`config.mk`:
```
export PLATFORM = sky130hd
export DESIGN_NAME = sliding_window_min_index
export DESIGN_NICKNAME = d
export VERILOG_FILES = /design/src/rtl/core/swmi_pkg.sv /design/src/rtl/core/swmi_cell.sv /design/src/rtl/core/swmi_core.sv /design/src/rtl/core/sliding_window_min_index.sv
export SDC_FILE = /design/constraint.sdc
export NUM_CORES = 2
export LEC_CHECK = 0
export BUFFER_PORTS_ARGS = -buffer_cell sky130_fd_sc_hd__buf_4
export CAP_MARGIN = 20
export CORE_ASPECT_RATIO = 0.6
export CORE_UTILIZATION = 50
export CTS_BUF_LIST = sky130_fd_sc_hd__clkbuf_8
export DETAILED_ROUTE_END_ITERATION = 8
export HOLD_SLACK_MARGIN = 0.02
export PLACE_DENSITY = 0.66
export SLEW_MARGIN = 10
export SYNTH_ARGS = -nofsm -noshare
export SYNTH_HDL_FRONTEND = slang
export SYNTH_SLANG_ARGS = --single-unit
```
`constraint.sdc`:
```
create_clock -name clk -period 527.5 [get_ports clk]
set_input_delay 105.5 -clock clk [delete_from_list [all_inputs] [get_ports clk]]
set_output_delay 105.5 -clock clk [all_outputs]
set_load 0.05 [all_outputs]
```
`src/rtl/core/swmi_pkg.sv`:
```
// Shared types, constants and helpers of the sliding window minimum block.
`timescale 1ns / 1ps
package swmi_pkg;

  localparam int MAX_WINDOW  = 64;
  localparam int WIN_W       = $clog2(MAX_WINDOW);
  localparam int LEN_W       = 7;
  localparam int SAMPLE_BITS = 32;
  localparam int IDX_W       = 32;

  localparam logic [IDX_W-1:0] INDEX_MAX = {IDX_W{1'b1}};

  localparam logic [7:0] CFG_WINDOW_LENGTH = 8'd0;
  localparam logic [7:0] CFG_START_INDEX   = 8'd1;

  typedef logic signed [SAMPLE_BITS-1:0] sample_t;
  typedef logic [IDX_W-1:0]              index_t;
  typedef logic [LEN_W-1:0]              len_t;

  typedef struct packed {
    len_t   window_length;
    index_t start_index;
  } cfg_t;

  typedef struct packed {
    index_t min_index;
    index_t sample_index;
    logic   last_result;
  } res_t;

  // A length of zero counts as one; anything above the store depth is clipped.
  function automatic len_t eff_len(input len_t len);
    len_t r;
    r = len;
    if (len == '0) begin
      r = len_t'(1);
    end else if (len > len_t'(MAX_WINDOW)) begin
      r = len_t'(MAX_WINDOW);
    end
    return r;
  endfunction

endpackage

```
`src/rtl/core/swmi_cell.sv`:
```
// One cell of the sample chain: a sample register that loads from its neighbour.
`timescale 1ns / 1ps
module swmi_cell (
  input  logic              clk,
  input  logic              en,
  input  swmi_pkg::sample_t d_in,
  output swmi_pkg::sample_t d_out
);
  import swmi_pkg::*;

  sample_t value_r;

  always_ff @(posedge clk) begin
    if (en) begin
      value_r <= d_in;
    end
  end

  assign d_out = value_r;

endmodule

```
`src/rtl/core/swmi_core.sv`:
```
// Sample chain, minimum tracking and rescan sequencer of the window minimum block.
`timescale 1ns / 1ps
module swmi_core (
  input  logic              clk,
  input  logic              rst_n,
  input  swmi_pkg::cfg_t    cfg,
  input  logic              in_valid,
  output logic              in_ready,
  input  swmi_pkg::sample_t in_sample,
  input  logic              in_first,
  input  logic              in_last,
  output logic              res_valid,
  output swmi_pkg::res_t    res,
  input  logic              res_pop
);
  import swmi_pkg::*;

  localparam logic ST_IDLE = 1'b0;
  localparam logic ST_SCAN = 1'b1;

  logic state_r, state_nxt;
  logic [WIN_W-1:0] step_r, step_nxt;

  index_t  idx_r, idx_nxt;
  logic    sat_r, sat_nxt;
  logic    have_r, have_nxt;
  sample_t minval_r, minval_nxt;
  index_t  minpos_r, minpos_nxt;

  len_t    lenm1_r, lenm1_nxt;
  index_t  now_r, now_nxt;
  logic    last_r, last_nxt;
  sample_t best_r, best_nxt;
  logic [WIN_W-1:0] bestj_r, bestj_nxt;

  logic res_valid_r, res_valid_nxt;
  res_t res_r, res_nxt;

  sample_t chain_q [MAX_WINDOW];
  sample_t head_in;
  logic    shift_all, head_only;

  logic    accept;
  index_t  now;
  logic    have_eff, sat_eff;
  sample_t minval_eff;
  index_t  minpos_eff;
  len_t    lenm1;
  logic    emit, expired;
  logic [IDX_W:0] reach;

  logic [WIN_W-1:0] j;
  logic    active, init;
  sample_t tap, cand_val;
  logic [WIN_W-1:0] cand_j;

  // The chain shifts one place per new sample, so cell k holds the sample k places back.
  for (genvar k = 0; k < MAX_WINDOW; k++) begin : g_cell
    logic en_k;
    sample_t din_k;
    if (k == 0) begin : g_head
      assign en_k  = shift_all | head_only;
      assign din_k = head_in;
    end else begin : g_body
      assign en_k  = shift_all;
      assign din_k = chain_q[k-1];
    end
    swmi_cell u_cell (
      .clk   (clk),
      .en    (en_k),
      .d_in  (din_k),
      .d_out (chain_q[k])
    );
  end

  assign in_ready  = (state_r == ST_IDLE) && !res_valid_r;
  assign accept    = in_valid && in_ready;
  assign res_valid = res_valid_r;
  assign res       = res_r;

  assign now        = in_first ? '0 : idx_r;
  assign have_eff   = in_first ? 1'b0 : have_r;
  assign sat_eff    = in_first ? 1'b0 : sat_r;
  assign minval_eff = in_first ? '0 : minval_r;
  assign minpos_eff = in_first ? '0 : minpos_r;

  assign lenm1   = eff_len(cfg.window_length) - len_t'(1);
  assign emit    = (index_t'(lenm1) <= now) && (cfg.start_index <= now);
  assign reach   = {1'b0, minpos_eff} + (IDX_W+1)'(lenm1);
  assign expired = reach < {1'b0, now};

  // During a rescan the chain rotates once round; the last cell is the tap,
  // and cell offset j passes it at step ~j, oldest first.
  assign tap    = chain_q[MAX_WINDOW-1];
  assign j      = ~step_r;
  assign active = len_t'(j) <= lenm1_r;
  assign init   = len_t'(j) == lenm1_r;

  always_comb begin
    cand_val = best_r;
    cand_j   = bestj_r;
    if (active && (init || (tap < best_r))) begin
      cand_val = tap;
      cand_j   = j;
    end
  end

  // Once the index has saturated, a new sample replaces the newest entry in place.
  assign shift_all = (accept && !sat_eff) || (state_r == ST_SCAN);
  assign head_only = accept && sat_eff;
  assign head_in   = (state_r == ST_SCAN) ? tap : in_sample;

  always_comb begin
    state_nxt     = state_r;
    step_nxt      = step_r;
    idx_nxt       = idx_r;
    sat_nxt       = sat_r;
    have_nxt      = have_r;
    minval_nxt    = minval_r;
    minpos_nxt    = minpos_r;
    lenm1_nxt     = lenm1_r;
    now_nxt       = now_r;
    last_nxt      = last_r;
    best_nxt      = best_r;
    bestj_nxt     = bestj_r;
    res_valid_nxt = res_valid_r;
    res_nxt       = res_r;

    if (res_pop) begin
      res_valid_nxt = 1'b0;
    end

    case (state_r)
      ST_IDLE: begin
        if (accept) begin
          idx_nxt    = (now == INDEX_MAX) ? now : now + index_t'(1);
          sat_nxt    = (now == INDEX_MAX);
          have_nxt   = have_eff;
          minval_nxt = minval_eff;
          minpos_nxt = minpos_eff;
          if (!emit) begin
            have_nxt = 1'b0;
          end else if (!have_eff || expired) begin
            state_nxt = ST_SCAN;
            step_nxt  = '0;
            lenm1_nxt = lenm1;
            now_nxt   = now;
            last_nxt  = in_last;
          end else begin
            if (in_sample <= minval_eff) begin
              minval_nxt = in_sample;
              minpos_nxt = now;
            end
            res_valid_nxt         = 1'b1;
            res_nxt.min_index     = (in_sample <= minval_eff) ? now : minpos_eff;
            res_nxt.sample_index  = now;
            res_nxt.last_result   = in_last;
          end
        end
      end
      ST_SCAN: begin
        best_nxt  = cand_val;
        bestj_nxt = cand_j;
        step_nxt  = step_r + WIN_W'(1);
        if (step_r == {WIN_W{1'b1}}) begin
          state_nxt            = ST_IDLE;
          have_nxt             = 1'b1;
          minval_nxt           = cand_val;
          minpos_nxt           = now_r - index_t'(cand_j);
          res_valid_nxt        = 1'b1;
          res_nxt.min_index    = now_r - index_t'(cand_j);
          res_nxt.sample_index = now_r;
          res_nxt.last_result  = last_r;
        end
      end
      default: begin
        state_nxt = ST_IDLE;
      end
    endcase
  end

  always_ff @(posedge clk) begin
    if (!rst_n) begin
      state_r     <= ST_IDLE;
      step_r      <= '0;
      idx_r       <= '0;
      sat_r       <= 1'b0;
      have_r      <= 1'b0;
      minval_r    <= '0;
      minpos_r    <= '0;
      res_valid_r <= 1'b0;
    end else begin
      state_r     <= state_nxt;
      step_r      <= step_nxt;
      idx_r       <= idx_nxt;
      sat_r       <= sat_nxt;
      have_r      <= have_nxt;
      minval_r    <= minval_nxt;
      minpos_r    <= minpos_nxt;
      res_valid_r <= res_valid_nxt;
    end
  end

  always_ff @(posedge clk) begin
    lenm1_r <= lenm1_nxt;
    now_r   <= now_nxt;
    last_r  <= last_nxt;
    best_r  <= best_nxt;
    bestj_r <= bestj_nxt;
    res_r   <= res_nxt;
  end

endmodule

```
`src/rtl/core/sliding_window_min_index.sv`:
```
// Top level of the sliding window minimum index block.
//
//   channel  direction  handshake                 payload
//   in_      slave      in_tvalid / in_tready     tdata sample, tuser first, tlast last
//   out_     master     out_tvalid / out_tready   tdata min_index, sample_index; tlast
//   cfg_     slave      cfg_valid / cfg_ready     cfg_index, cfg_data
//
// A sample whose stored minimum is still inside the window passes through the core's
// result register and then the output register. On an expired minimum or the
// first emitting sample the MAX_WINDOW cells first rotate past one comparator.
// Reset clears only the control state; the sample chain needs no clearing pass.
// A finished result waits in the output register while one more sample can be
// taken and its result held inside the core; cfg_ready is always high.
`timescale 1ns / 1ps
module sliding_window_min_index (
  input  logic        clk,
  input  logic        rst_n,
  input  logic        in_tvalid,
  output logic        in_tready,
  input  logic [31:0] in_tdata,   // [31:0] sample
  input  logic        in_tuser,   // [0] first_sample
  input  logic        in_tlast,
  output logic        out_tvalid,
  input  logic        out_tready,
  output logic [63:0] out_tdata,  // [31:0] min_index, [63:32] sample_index
  output logic        out_tlast,
  input  logic        cfg_valid,
  output logic        cfg_ready,
  input  logic [7:0]  cfg_index,
  input  logic [31:0] cfg_data
);
  import swmi_pkg::*;

  cfg_t cfg_r, cfg_nxt;
  logic res_valid, res_pop;
  res_t res;
  logic out_valid_r, out_valid_nxt;
  res_t out_r, out_nxt;

  assign cfg_ready = 1'b1;

  always_comb begin
    cfg_nxt = cfg_r;
    if (cfg_valid) begin
      case (cfg_index)
        CFG_WINDOW_LENGTH: cfg_nxt.window_length = cfg_data[LEN_W-1:0];
        CFG_START_INDEX:   cfg_nxt.start_index   = cfg_data[IDX_W-1:0];
        default:           cfg_nxt = cfg_r;
      endcase
    end
  end

  swmi_core u_core (
    .clk       (clk),
    .rst_n     (rst_n),
    .cfg       (cfg_r),
    .in_valid  (in_tvalid),
    .in_ready  (in_tready),
    .in_sample (sample_t'(in_tdata)),
    .in_first  (in_tuser),
    .in_last   (in_tlast),
    .res_valid (res_valid),
    .res       (res),
    .res_pop   (res_pop)
  );

  assign res_pop = res_valid && (!out_valid_r || out_tready);

  always_comb begin
    out_valid_nxt = out_valid_r;
    out_nxt       = out_r;
    if (res_pop) begin
      out_valid_nxt = 1'b1;
      out_nxt       = res;
    end else if (out_tready) begin
      out_valid_nxt = 1'b0;
    end
  end

  always_ff @(posedge clk) begin
    if (!rst_n) begin
      cfg_r.window_length <= len_t'(30);
      cfg_r.start_index   <= '0;
      out_valid_r         <= 1'b0;
    end else begin
      cfg_r       <= cfg_nxt;
      out_valid_r <= out_valid_nxt;
    end
  end

  always_ff @(posedge clk) begin
    out_r <= out_nxt;
  end

  assign out_tvalid = out_valid_r;
  assign out_tdata  = {out_r.sample_index, out_r.min_index};
  assign out_tlast  = out_r.last_result;

endmodule

```
## Word-level counts from Yosys, hierarchy flattened

Index checks and enable logic that the tools add are counted.

- Bits in registers: 2402
- Bits of input ports: 79

- Add/sub/neg operators: 5
- Order comparisons: 7
- Equality and inequality tests: 9
- Multiplexer cells: 49
- Bitwise logic cells: 3
- Reductions and logical operators: 25

Operators with widths:

| kind | number |
|---|---|
| 32-bit 2-to-1 mux | 16 |
| 65-bit 2-to-1 mux | 4 |
| 65-bit one-hot mux with 2 select lines | 1 |
| 32-bit one-hot mux with 2 select lines | 2 |
| 32-bit less-or-equal comparator | 2 |
| 32-bit by 7-bit adder with 33-bit output | 1 |
| 33-bit by 32-bit less-than comparator with 1-bit output | 1 |
| 32-bit by 1-bit adder with 32-bit output (second input constant) | 1 |
| 32-bit equality test (second input constant) | 1 |
| 7-bit by 32-bit less-or-equal comparator with 1-bit output | 1 |
| 32-bit less-than comparator | 1 |
| 32-bit by 6-bit subtractor with 32-bit output | 1 |
| 6-bit 2-to-1 mux | 4 |
| 1-bit 2-to-1 mux | 16 |
| 7-bit 2-to-1 mux | 2 |
| 6-bit one-hot mux with 2 select lines | 1 |
| 8-bit by 1-bit equality test with 1-bit output (second input constant) | 1 |
| 8-bit zero test | 1 |
| 2-bit AND reduction | 4 |
| 4-bit AND reduction | 2 |
| 6-bit by 7-bit equality test with 1-bit output | 1 |
| 7-bit > comparator (second input constant) | 1 |
| 6-bit by 7-bit less-or-equal comparator with 1-bit output | 1 |
| 1-bit logical AND | 7 |
| other kinds (14) | 25 |

## Logic depth before layout (Yosys ltp)

- Word-level depth: 11
- Gate-level depth with buffers: 31

## By module

Synthesis repeated with hierarchy kept, for this count alone.

- Cell total of the unflattened synthesis: 4138
- Area total of the unflattened synthesis: 82057.4 sq um

By module, submodules not included:

| module | times used | cells an instance | area an instance (sq um) | seq. area each (sq um) |
|---|---|---|---|---|
| swmi_cell | 64 | 32 | 960.9 | 960.9 |
| swmi_core | 1 | 1850 | 16932.5 | 6416.2 |
| sliding_window_min_index | 1 | 240 | 3626.0 | 2752.6 |

## Worst setup path before layout

No wires, ideal clock.

- Path kind: input-to-reg
- Start: input port in_tuser
- End: register u_core.g_cell[10].u_cell.value_r[0], enable pin
- Library setup time: 7206 ps
- Arrival time: 246547 ps
- Slack: 273747 ps
- Stages on the path: 6
- Buffers on the path: 4
- Cells stage by stage: buf_2 buf_1 clkbuf_1 clkbuf_1 nor2b_1 o21ai_0

- Cells in the longest elaborated chain, start to end: 4

RTL lines:

| element | line | RTL |
|---|---|---|
| start: declaration | sliding_window_min_index.sv:21 | `input logic in_tuser,` |
| 1-bit 2-to-1 mux | swmi_core.sv:83 | `assign sat_eff = in_first ? 1'b0 : sat_r;` |
| 1-bit zero test | swmi_core.sv:109 | `assign shift_all = (accept && !sat_eff) \|\| (state_r == ST_SCAN);` |
| 1-bit logical AND | swmi_core.sv:109 |  |
| 1-bit logical OR | swmi_core.sv:109 |  |
| named net u_core.g_cell[10].en_k | swmi_core.sv:59 | `logic en_k;` |
| end signal: assignment | swmi_cell.sv:15 | `value_r <= d_in;` |
| end: declaration | swmi_cell.sv:11 | `sample_t value_r;` |

The timed path passes the listed nets, and every way through them passes these cells.
A chain may end at the register's enable or synchronous reset.

## Final worst setup path

- Start: input port in_tuser
- End: register u_core.minpos_r[24]

- Cells in the longest elaborated chain, start to end: 8
- Elaborated cells on any way between the ends: 17
- Those cells by class: add/sub: 1; order compare: 4; mux: 9; reduce/logical: 3

RTL lines:

| element | line | RTL |
|---|---|---|
| 32-bit 2-to-1 mux | swmi_core.sv:85 | `assign minpos_eff = in_first ? '0 : minpos_r;` |
| 32-bit by 7-bit adder with 33-bit output | swmi_core.sv:89 | `assign reach = {1'b0, minpos_eff} + (IDX_W+1)'(lenm1);` |
| 33-bit by 32-bit less-than comparator with 1-bit output | swmi_core.sv:90 | `assign expired = reach < {1'b0, now};` |
| 1-bit logical OR | swmi_core.sv:143 | `end else if (!have_eff \|\| expired) begin` |
| 32-bit 2-to-1 mux | swmi_core.sv:143 |  |
| 32-bit 2-to-1 mux * | swmi_core.sv:141 | `if (!emit) begin` |
| 32-bit 2-to-1 mux * | swmi_core.sv:135 | `if (accept) begin` |
| 32-bit one-hot mux with 2 select lines * | swmi_core.sv:133 | `case (state_r)` |
| end signal: assignment | swmi_core.sv:199 | `minpos_r <= minpos_nxt;` |
| end: declaration | swmi_core.sv:28 | `index_t minpos_r, minpos_nxt;` |

Every way passes the cells marked *; elsewhere a longest branch is shown, timed or not. The select of a mux whose other input is x is not followed.

==> summary.md <==
| Metric | Value |
|---|---|
| Final setup violation count | 0 |
| TritonCTS clock tree | done |
| Minimum clock period after layout | roughly 110 ns |
| Non-filler instance count after layout | roughly 7,000 |
| Overall fraction of global-route tracks in use | 17.60% |
| Area share of the largest cell type after synthesis | between 80 and 90% |
| Clock Tree Buf Depth | 4 |
| Type of destination of the critical path | flip-flop |
| Reg2Reg Capture Point | u_core.minpos_r[24]$_SDFFE_PN0P_ |
| Final Wtd Congestion | approximately 0.95 |
| Top cells by area in the synthesized netlist | sky130_fd_sc_hd__edfxtp_1 (83%), sky130_fd_sc_hd__dfxtp_1 (3.6%), sky130_fd_sc_hd__ha_1 (2.3%) |
| Clock-pin slew on the worst setup and hold paths | 0.06 ns |
| Worst IR Drop VDD | approximately 0.0026 mV |
| CP Class | in -> reg |
| Startpoint types | primary input |
| Top-Level Pins | 147 |
| Number of port buffers | ~150 |
| Final sum of negative setup slack | 0 ns |
| Mean cell area of the mapped netlist | 19.81 µm² |
| Number of cells on the worst reg-to-reg path | 27 |
| Top post-synthesis cells by count | sky130_fd_sc_hd__edfxtp_1 (2,256), sky130_fd_sc_hd__nand2_1 (309), sky130_fd_sc_hd__nor2_1 (155), sky130_fd_sc_hd__ha_1 (153), sky130_fd_sc_hd__dfxtp_1 (146) |
| Leading register cell type out of synthesis | sky130_fd_sc_hd__edfxtp_1 |
| Fraction of the yosys area taken by sequential cells | between 80% and 90% |
| Wire length per cell | between 20 and 25 µm |
| Design area | between 90,000 and 100,000 µm² |
| Class of the tightest hold or removal check | reg -> reg |
| Final WL | between 100,000 and 150,000 µm |
| Floorplan core area | about 160,000 µm² |
| Final hold violations | 0 |
| Net total in the final layout | 4,773 |
| Data required time at the worst endpoint | roughly 530 ns |
| Number of DRC markers in iteration 0 | roughly 3,900 |
| Worst setup skew after layout | approximately 0.055 ns |
| Vias after detailed routing | approximately 37,000 |
| Die H | 314.8 µm |
| Floorplan die area | ~160,000 µm² |
| Cell with the most instances after synthesis | sky130_fd_sc_hd__edfxtp_1 |
| Worst reg2reg setup slack | between 500 and 600 ns |
| Crit path max fanout | 73 |
| GR Overflow Total | 0 |
| Horiz. Die Dim | approximately 520 µm |
| F_max | approximately 0.009 GHz |
| Total DRC errors in the routed layout | 0 |
| Hold wc startpoint | u_core.g_cell[28].u_cell.d_out[18]$_DFFE_PP_ |
| Top cell type by total area after synthesis | sky130_fd_sc_hd__edfxtp_1 |
| Areal power density over the cells | 3.925 nW/µm² |
| Clock sink count | ~2,400 |
| Post-synthesis instance area | roughly 82,000 µm² |
| Hold_buf cts | 0 |
| RSZ-0062 raised after global routing | false |
| Number of max-slew violations in the final report | 0 |
| Hold Path Stages | 0 |
| Growth of design area from synthesis to finish | 12.01% |
| Slew at the pin closest to its max-slew limit | ~1.2 ns |
| Critical register-to-register path startpoint | cfg_r[34]$_SDFFE_PN1P_ |
| Final clock period utilization by the worst path | about a fifth |
| Outcome | finished, final reports clean |
| Number of CTS-inserted buffers | approximately 330 |
| Count of state elements after synthesis | about 2,400 |
| Cell count after synthesis | 4,114 |
| Yosys Warn Count | 0 |
| Area after DPL | about 85,000 µm² |
| Post-CTS setup repair buffer count | 0 |
| Via count of the first global-routing pass | ~34,000 |
| Worst hold path endpoint | u_core.g_cell[29].u_cell.d_out[18]$_DFFE_PP_ |
| Count of instances resized after the clock tree is built | 0 |
| Starting utilization of the core area | approximately half |
| Initial antenna violation count | 24 |
| Clock insertion delay at the later pin of the skew report | 0.89 ns |
| Count of unique library cells instantiated by Yosys | 81 |
| Average vias per placed instance | roughly 5.3 |
| Placed Cells incl. Taps | ~6,300 |
| Arrival @ worst endpoint | about 110 ns |
| Clock H-tree levels | 5 |
| Share of the core filled with cells in the final layout | between 50 and 60% |
| Count of flip-flops with a built-in enable after synthesis | about 2,300 |
| Maximum number of pins on one net before global-route repair | 220 |
| Number of rows created at floorplan | roughly 110 |
| Cell at the root of the clock tree | sky130_fd_sc_hd__clkbuf_8 |
| Syn Nets | around 4,300 |
| Max_cap viols | 0 |
| Global-route wire length before repair | 215,700 µm |
| Pleak | 31.97 nW |
| Placed wire-length estimate after detailed placement | ~87,000 µm |
| Share of cells above drive strength 1 | between 10 and 15% |
| Async S/R FF share, synth | 0% |
| Post-DRT Antenna Nets | 0 |
| Detailed-router iteration count before antenna repair | 7 |
| Max transition margin | between 20% and 30% |
-- stage by stage --
step / hold WS (ns) / worst slack (ns) / power [mW]
3_5_place_dp: 0.4045 / 414.49 / 0.2327
4_1_cts: 0.3521 / 415.43 / 0.3635
3_3_place_gp: 0.4002 / 414.57 / 0.2325
2_1_floorplan: 0.4003 / 273.75 / 0.2748
5_1_grt: 0.3738 / 414.87 / 0.3729
6_report: 0.3711 / 415.21 / 0.3583
-- cells in the final DEF (no fill, tap or decap), types with 34 or more instances in the layout --
cell type,synthesis,layout
sky130_fd_sc_hd__clkinv_1,2,85
sky130_fd_sc_hd__edfxtp_1,2256,2256
sky130_fd_sc_hd__a21oi_1,117,115
sky130_fd_sc_hd__inv_1,101,191
sky130_fd_sc_hd__nand4_1,46,46
sky130_fd_sc_hd__nand2_1,309,308
sky130_fd_sc_hd__xnor2_1,44,44
sky130_fd_sc_hd__buf_4,3,186
sky130_fd_sc_hd__dfxtp_1,146,145
sky130_fd_sc_hd__clkbuf_8,0,339
sky130_fd_sc_hd__o21ai_0,111,109
sky130_fd_sc_hd__mux2_2,68,68
sky130_fd_sc_hd__nor3_1,34,34
sky130_fd_sc_hd__a21o_1,48,48
sky130_fd_sc_hd__nor2_1,155,152
sky130_fd_sc_hd__nand3_1,43,43
sky130_fd_sc_hd__a22o_1,36,36
sky130_fd_sc_hd__ha_1,153,153
-- power by group --
part	total, mW	leakage, nW	internal (mW)	switching [mW]
logic	0.00641	5.54	0.00132	0.00508
clock network	0.129	3.32	0.0638	0.0657
registers	0.222	23.1	0.219	0.00302
-- how the worst max path moves through the flow --
stage             start                                     endpoint  slack, ns  cells past startpoint
3_3_place_gp   in_tuser             u_core.minpos_r[24]$_SDFFE_PN0P_     414.57                     24
5_1_grt        in_tuser             u_core.minpos_r[24]$_SDFFE_PN0P_     414.87                     24
2_1_floorplan  in_tuser  u_core.g_cell[10].u_cell.d_out[0]$_DFFE_PP_     273.75                      6
4_1_cts        in_tuser             u_core.minpos_r[24]$_SDFFE_PN0P_     415.43                     24
6_report       in_tuser             u_core.minpos_r[24]$_SDFFE_PN0P_     415.21                     24
3_5_place_dp   in_tuser             u_core.minpos_r[24]$_SDFFE_PN0P_     414.49                     24
-- layer usage --
layer / GRT usage, % / part of all wire, % / vias to the layer above
li1: - / - / 16832
met1: 30.15 / 52 / 18522
met2: 20.23 / 36 / 1278
met3: 6.000 / 9.7 / 227
met4: 5.056 / 2.0 / 10
met5: 0.5463 / 0.13 / -
-- sequential cells by signal, indices dropped and copies added (netlist names) --
| signal | cells |
|---|---|
| cfg_r | 39 |
| out_tdata | 64 |
| out_tlast | 1 |
| out_tvalid | 1 |
| u_core.best_r | 32 |
| u_core.bestj_r | 6 |
| u_core.g_cell.u_cell.d_out | 2048 |
| u_core.have_r | 1 |
| u_core.idx_r | 32 |
| u_core.last_r | 1 |
| u_core.lenm1_r | 7 |
| u_core.minpos_r | 32 |
| u_core.minval_r | 32 |
| u_core.now_r | 32 |
| u_core.res | 65 |
| u_core.res_valid | 1 |
| u_core.sat_r | 1 |
| u_core.state_r | 1 |
| u_core.step_r | 6 |
-- cell families (layout without fill, tap and decap cells) --
group           Yosys count  in the layout  share of synthesized area [%]
flops                  2402           2402                          86.70
simple gates            727            727                          4.169
compound gates          462            462                          3.749
buf+inv                 204            860                         0.9793
fa+ha+maj               155            155                          2.398
mux                      96             96                          1.283
xor+xnor                 67             67                         0.7199
other cells               1              8                       0.004601
-- area by class of cell --
class                      count  area (µm²)
antenna                        7       17.52
timing repair buffer         193        1546
tap                         2146        2685
multi-input combinational   1508       10120
inverter                     103       386.6
clock buffer                 339        4666
clock inverter               225        1206
fill                       11981       70170
sequential                  2402       70670
-- critical path, stage by stage --
cell	delay, ns
sky130_fd_sc_hd__buf_4	0.12
sky130_fd_sc_hd__inv_2	0.03
sky130_fd_sc_hd__buf_4	0.66
sky130_fd_sc_hd__nand2_1	0.27
sky130_fd_sc_hd__fa_1	0.50
sky130_fd_sc_hd__nand4bb_1	0.20
sky130_fd_sc_hd__a2111oi_0	0.48
sky130_fd_sc_hd__a211o_1	0.23
sky130_fd_sc_hd__a31oi_2	0.17
sky130_fd_sc_hd__nor3_1	0.35
sky130_fd_sc_hd__nand3_1	0.21
sky130_fd_sc_hd__or2_1	0.36
sky130_fd_sc_hd__or4_1	0.50
sky130_fd_sc_hd__nand2_1	0.11
sky130_fd_sc_hd__ha_1	0.15
sky130_fd_sc_hd__a21o_1	0.11
sky130_fd_sc_hd__a21o_1	0.10
sky130_fd_sc_hd__a221oi_1	0.10
sky130_fd_sc_hd__a2111o_1	0.40
sky130_fd_sc_hd__a31oi_1	0.49
sky130_fd_sc_hd__o211ai_2	0.44
sky130_fd_sc_hd__nor2_1	0.94
sky130_fd_sc_hd__a221oi_1	0.22
sky130_fd_sc_hd__a2111oi_1	0.35
Power figures use the tool's default switching activity.
